==> config.mk <==
export PLATFORM = sky130hd
export DESIGN_NAME = nnfs_div
export DESIGN_NICKNAME = d
export VERILOG_FILES = /design/src/nnfs_pkg.sv /design/src/nnfs_div.sv
export SDC_FILE = /design/constraint.sdc
export NUM_CORES = 1
export LEC_CHECK = 0
export BUFFER_PORTS_ARGS = -buffer_cell sky130_fd_sc_hd__buf_2
export CORE_AREA = 2 2 136 138
export DETAILED_ROUTE_END_ITERATION = 6
export DIE_AREA = 0 0 138 140
export SYNTH_ARGS = -nofsm -noshare
export SYNTH_HDL_FRONTEND = slang
export SYNTH_SLANG_ARGS = --single-unit
==> constraint.sdc <==
create_clock -name clk_i -period 3.9 [get_ports clk_i]
set_input_delay 0 -clock clk_i [delete_from_list [all_inputs] [get_ports clk_i]]
set_output_delay 0 -clock clk_i [all_outputs]
set_load 0.005 [all_outputs]
==> src/nnfs_pkg.sv <==
// Shared widths, register indexes and item codes for the nearest neighbour frame scaler.
// No dependencies; the divider, the line store and the top level import it.
package nnfs_pkg;

  // Field and datapath widths
  localparam int PIX_W  = 24;             // packed red, green, blue
  localparam int ROW_W  = 11;             // source row tag
  localparam int SRCW_W = 12;             // source dimension registers
  localparam int DIM_W  = 13;             // clamped dimensions, display registers
  localparam int POS_W  = 13;             // destination column and line counters
  localparam int QUO_W  = 12;             // source column or row from one division
  localparam int PROD_W = POS_W + DIM_W;  // position times source dimension
  localparam int CFG_IDX_W = 3;
  localparam int CFG_DAT_W = 13;

  // Dimension limits
  localparam int DEF_MAX_SRC_WIDTH = 2048;
  localparam int MAX_SRC_HEIGHT    = 2048;
  localparam int MAX_DST_DIM       = 4096;

  // Test pattern geometry
  localparam int BORDER      = 3;
  localparam int GRID_X_BITS = 6;   // vertical grid line every 64 columns
  localparam int GRID_Y_BITS = 5;   // horizontal grid line every 32 lines

  // Configuration register indexes
  localparam logic [CFG_IDX_W-1:0] CFG_SRC_WIDTH    = 3'd0;
  localparam logic [CFG_IDX_W-1:0] CFG_SRC_HEIGHT   = 3'd1;
  localparam logic [CFG_IDX_W-1:0] CFG_DST_WIDTH    = 3'd2;
  localparam logic [CFG_IDX_W-1:0] CFG_DST_HEIGHT   = 3'd3;
  localparam logic [CFG_IDX_W-1:0] CFG_TEST_PATTERN = 3'd4;

  // Input word actions
  localparam logic ACT_LOAD = 1'b0;
  localparam logic ACT_EMIT = 1'b1;

endpackage

==> src/nnfs_div.sv <==
// Radix-2 restoring divider, one quotient bit per cycle, for scaled coordinates.
// Depends on nnfs_pkg for the product, divisor and quotient widths.
module nnfs_div import nnfs_pkg::*; (
  input  logic              clk_i,
  input  logic              rst_ni,
  input  logic              start_i,
  input  logic [PROD_W-1:0] dividend_i,
  input  logic [DIM_W-1:0]  divisor_i,
  output logic              done_o,
  output logic [QUO_W-1:0]  quotient_o
);

  localparam int CNT_W = $clog2(QUO_W + 1);

  logic              busy_q, busy_d;
  logic              done_q, done_d;
  logic [CNT_W-1:0]  cnt_q, cnt_d;
  logic [PROD_W-1:0] rem_q, rem_d;
  logic [PROD_W-1:0] dsh_q, dsh_d;
  logic [QUO_W-1:0]  quo_q, quo_d;
  logic              ge;

  // One compare and subtract against the shifted divisor per step
  assign ge = rem_q >= dsh_q;

  always_comb begin
    busy_d = busy_q;
    done_d = 1'b0;
    cnt_d  = cnt_q;
    rem_d  = rem_q;
    dsh_d  = dsh_q;
    quo_d  = quo_q;
    if (start_i) begin
      busy_d = 1'b1;
      cnt_d  = CNT_W'(QUO_W);
      rem_d  = dividend_i;
      dsh_d  = PROD_W'(divisor_i) << (QUO_W - 1);
      quo_d  = '0;
    end else if (busy_q) begin
      if (ge) begin
        rem_d = rem_q - dsh_q;
      end
      quo_d = {quo_q[QUO_W-2:0], ge};
      dsh_d = dsh_q >> 1;
      cnt_d = cnt_q - CNT_W'(1);
      if (cnt_q == CNT_W'(1)) begin
        busy_d = 1'b0;
        done_d = 1'b1;
      end
    end
  end

  // Control state
  always_ff @(posedge clk_i or negedge rst_ni) begin
    if (!rst_ni) begin
      busy_q <= 1'b0;
      done_q <= 1'b0;
      cnt_q  <= '0;
    end else begin
      busy_q <= busy_d;
      done_q <= done_d;
      cnt_q  <= cnt_d;
    end
  end

  // Datapath
  always_ff @(posedge clk_i) begin
    rem_q <= rem_d;
    dsh_q <= dsh_d;
    quo_q <= quo_d;
  end

  assign done_o     = done_q;
  assign quotient_o = quo_q;

endmodule

==> flow_metrics.env <==
export IMPL_outcome="finished, final reports clean"
export IMPL_slew_headroom=0.535
export IMPL_drtIter0Drc=265
export IMPL_cts_reportedPaths_clkPinSlew_ns=0.06
export IMPL_hold_viol_final=0
export IMPL_slowest_stage="fa_1"
export IMPL_worst_slew_pin_transition_ns=0.697
export IMPL_intPower_mw=2.21
export IMPL_synth_seq_cells=68
export IMPL_fin_area_um2=5460
export IMPL_synth_seq_area_share=0.404
export IMPL_synth_compound_area_frac=0.198
export IMPL_switching_power_mw=1.50
export IMPL_cts_setup_buffers=0
export IMPL_final_nets=637
export IMPL_ys_warn_count=0
export IMPL_reg2reg_to="rem_q[19]$_DFFE_PP_"
export IMPL_syn_area_um2=4410
export IMPL_vias=3883
export IMPL_p_leak_nw=2.33
export IMPL_seq_power_share=0.285
export IMPL_h_tree_depth=3
export IMPL_clockBufferDepth=2
export IMPL_synth_main_ff_cell="edfxtp_1"
export IMPL_cts_buffers=9
export IMPL_clock_sinks=68
export IMPL_synth_nets=570
export IMPL_synth_edff_count=39
export IMPL_grt_pass1_wl_mm=19.5
export IMPL_rrSetupSlack_ns=1.14
export IMPL_ys_async_sr_fraction=0.0882
export IMPL_avgSynthCellArea_um2=8.81
export IMPL_synth_top_family_by_area="compound AO/OA/AOI/OAI gates"
export IMPL_clk_latency_ns=0.34
export IMPL_setup_viol_count_final=0
export IMPL_combPwrFrac=0.484
export IMPL_track_usage=0.124
export IMPL_grt_max_degree=59
export IMPL_crit_chain="inv_1 > ha_1 > fa_1 > nor2b_1 > o2111ai_1 > a21o_1 > a21oi_2 > o311ai_1 > a21boi_2 > buf_4"
export IMPL_core_area_um2=17800
export IMPL_synth_top_cell_by_area="edfxtp_1"
export IMPL_antenna_left=0
export IMPL_clock_power_share=0.231
export IMPL_root_buffer="clkbuf_16"
export IMPL_die_x_um=138
export IMPL_drt_wl_total_mm=12.0
export IMPL_synth_xor_area_share=0.0238
export IMPL_max_vdd_ir_drop_v=0.000322
export IMPL_firstDrtPassIters=4
export IMPL_syn2layout_area_growth_pct=23.7
export IMPL_cts_tree="done"
export IMPL_gp_congestion=0.877
export IMPL_drcViolationCount=0
export IMPL_path_delay_family="compound AO/OA/AOI/OAI gates"
export IMPL_cap_violations=0
export IMPL_drive_gt1_frac=0.150
export IMPL_rows=49
export IMPL_worstPathMaxFanout=14
export IMPL_diodes=0
export IMPL_critPathArrivalTime_ns=2.79
export IMPL_slowest_delay_ns=0.40
export IMPL_power_density_nw_per_um2=679
export IMPL_sw_frac_of_total=0.405
export IMPL_synth_simple_gate_area_frac=0.185
export IMPL_crit_start="rem_q[0]$_DFFE_PP_"
export IMPL_reg2reg_depth=10
export IMPL_dieArea_um2=19300
export IMPL_required_ns=3.92
export IMPL_post_drt_wl_per_cell_um=15.0
export IMPL_min_period_ns=2.76
export IMPL_critPathCaptureType="flip-flop"
export IMPL_yosys_area_share_adder=0.0783
export IMPL_yosysTopAreaCellShare=0.265
export IMPL_finClkSkew_ns=0.00639
export IMPL_ios=55
export IMPL_start_kind="flip-flop"
export IMPL_dp_hpwl_mm=8.84
export IMPL_antenna_found_initial=0
export IMPL_muxShareOfSynthArea=0.0593
export IMPL_synthDistinctLibCells=61
export IMPL_start_util=0.248
export IMPL_min_path_type="input port to asynchronous set/reset pin"
export IMPL_overflow=0
export IMPL_finalSetupTns_ns=0
export IMPL_slew_violations=0
export IMPL_yosys_top_cells_area="edfxtp_1 27%, dfxtp_1 10%, ha_1 7.4%"
export IMPL_fmax_ghz=0.362
export IMPL_cp_buffers_inverters=2
export IMPL_grt_pass1_vias=3767
export IMPL_critPathKind="flip-flop to flip-flop"
export IMPL_synth_cells=501
export IMPL_die_h_um=140
export IMPL_viasPerCell=4.84
export IMPL_place_area_um2=4890
export IMPL_r2r_start="rem_q[0]$_DFFE_PP_"
export IMPL_fin_crit_sh=0.708
export IMPL_rsz0062_at_grt="no"
export IMPL_numPortBuffers=54
## synthesized netlist by cell type, types with 17 or more instances
library cell / number
nor3_1: 19
clkbuf_1: 17
inv_1: 31
o21ai_1: 17
ha_1: 26
edfxtp_1: 39
dfxtp_1: 23
a21oi_1: 24
nor2_1: 48
mux2i_1: 25
nand2_1: 65
o21ai_0: 32
## worst reg2reg max path, cell delays in order, from the launching register on
cell and delay, ns:
edfxtp_1 0.32, inv_1 0.04, ha_1 0.21, fa_1 0.40, nor2b_1 0.16, o2111ai_1 0.19
a21o_1 0.28, a21oi_2 0.24, o311ai_1 0.17, a21boi_2 0.18, buf_4 0.26
## cell usage in the layout (no fill, tap or decap), types with 10 or more instances in the layout
cell type | netlist | routed
clkbuf_16 | 0 | 10
o21ai_0 | 32 | 32
inv_1 | 31 | 31
dfxtp_1 | 23 | 23
nand2_1 | 65 | 65
dlygate4sd3_1 | 0 | 25
edfxtp_1 | 39 | 39
nor3_1 | 19 | 19
o21ai_1 | 17 | 17
a21oi_1 | 24 | 24
nor2_1 | 48 | 48
ha_1 | 26 | 26
mux2i_1 | 25 | 25
buf_2 | 3 | 53
## layer usage
layer / share of wire / track usage / up-vias
met4: 0.0099 / 0.0252 / 0
met2: 0.46 / 0.204 / 107
met1: 0.48 / 0.169 / 1815
met5: 0 / 0 / -
met3: 0.045 / 0.0270 / 12
li1: - / - / 1949
## stage by stage
stage | utilization | power [mW] | std cells | hold slack [ns] | setup slack (ns)
finish | 0.307 | 3.71 | 802 | 0.0136 | 1.14
global placement | 0.275 | 2.80 | 761 | -0.168 | 1.22
global route | 0.307 | 3.98 | 802 | 0.00684 | 0.944
detailed placement | 0.275 | 2.81 | 761 | -0.170 | 1.19
CTS | 0.307 | 3.71 | 802 | 0.0108 | 1.17
floorplan | - | 2.41 | 501 | -0.296 | 0.434
## area by class of cell
| class | count | area (um^2) |
|---|---|---|
| multi-input cells | 375 | 2410 |
| clock inverters | 5 | 58.8 |
| clock buffers | 11 | 254 |
| well taps | 229 | 287 |
| repair buffers | 83 | 553 |
| inverters | 31 | 116 |
| flip-flops and latches | 68 | 1780 |
| fillers | 1914 | 12300 |
## power groups by stage
| stage | clock [mW] | sequential [mW] | combinational (mW) |
|---|---|---|---|
| 6_report | 0.855 | 1.06 | 1.80 |
| 5_1_grt | 0.902 | 1.08 | 2.00 |
| 4_1_cts | 0.875 | 1.06 | 1.78 |
| 3_5_place_dp | 0 | 1.07 | 1.74 |
| 3_3_place_gp | 0 | 1.07 | 1.74 |
| 2_1_floorplan | 0 | 1.04 | 1.37 |
## kinds of logic (layout without fill, tap and decap cells)
group,Yosys count,count (layout)
AND/OR/NAND/NOR,178,178
AO/OA/AOI/OAI,132,132
flip-flops,68,68
buffers and inverters,58,130
adder cells (fa/ha/maj),27,27
multiplexers,26,26
XOR/XNOR,12,12
## timing repair
action                                 4_1_cts  5_1_grt
hold buffers                                25        0
endpoints found under the hold margin       30        0
resized for setup                            0        0
## registers in the layout, indices dropped and copies added (netlist names)
| signal | count |
|---|---|
| busy_q | 1 |
| dsh_q | 24 |
| rem_q | 26 |
| cnt_q | 4 |
| done_o | 1 |
| quotient_o | 12 |
## worst max-delay path by stage
stage,endpoint,slack (ns),cells past startpoint
after floorplan,rem_q[0]$_DFFE_PP_,0.43,9
after global placement,rem_q[2]$_DFFE_PP_,1.22,10
after detailed placement,rem_q[2]$_DFFE_PP_,1.19,10
after CTS,rem_q[19]$_DFFE_PP_,1.17,10
after global routing,rem_q[20]$_DFFE_PP_,0.94,9
final,rem_q[19]$_DFFE_PP_,1.14,10
No activity file was read; power rests on OpenSTA's default activity.
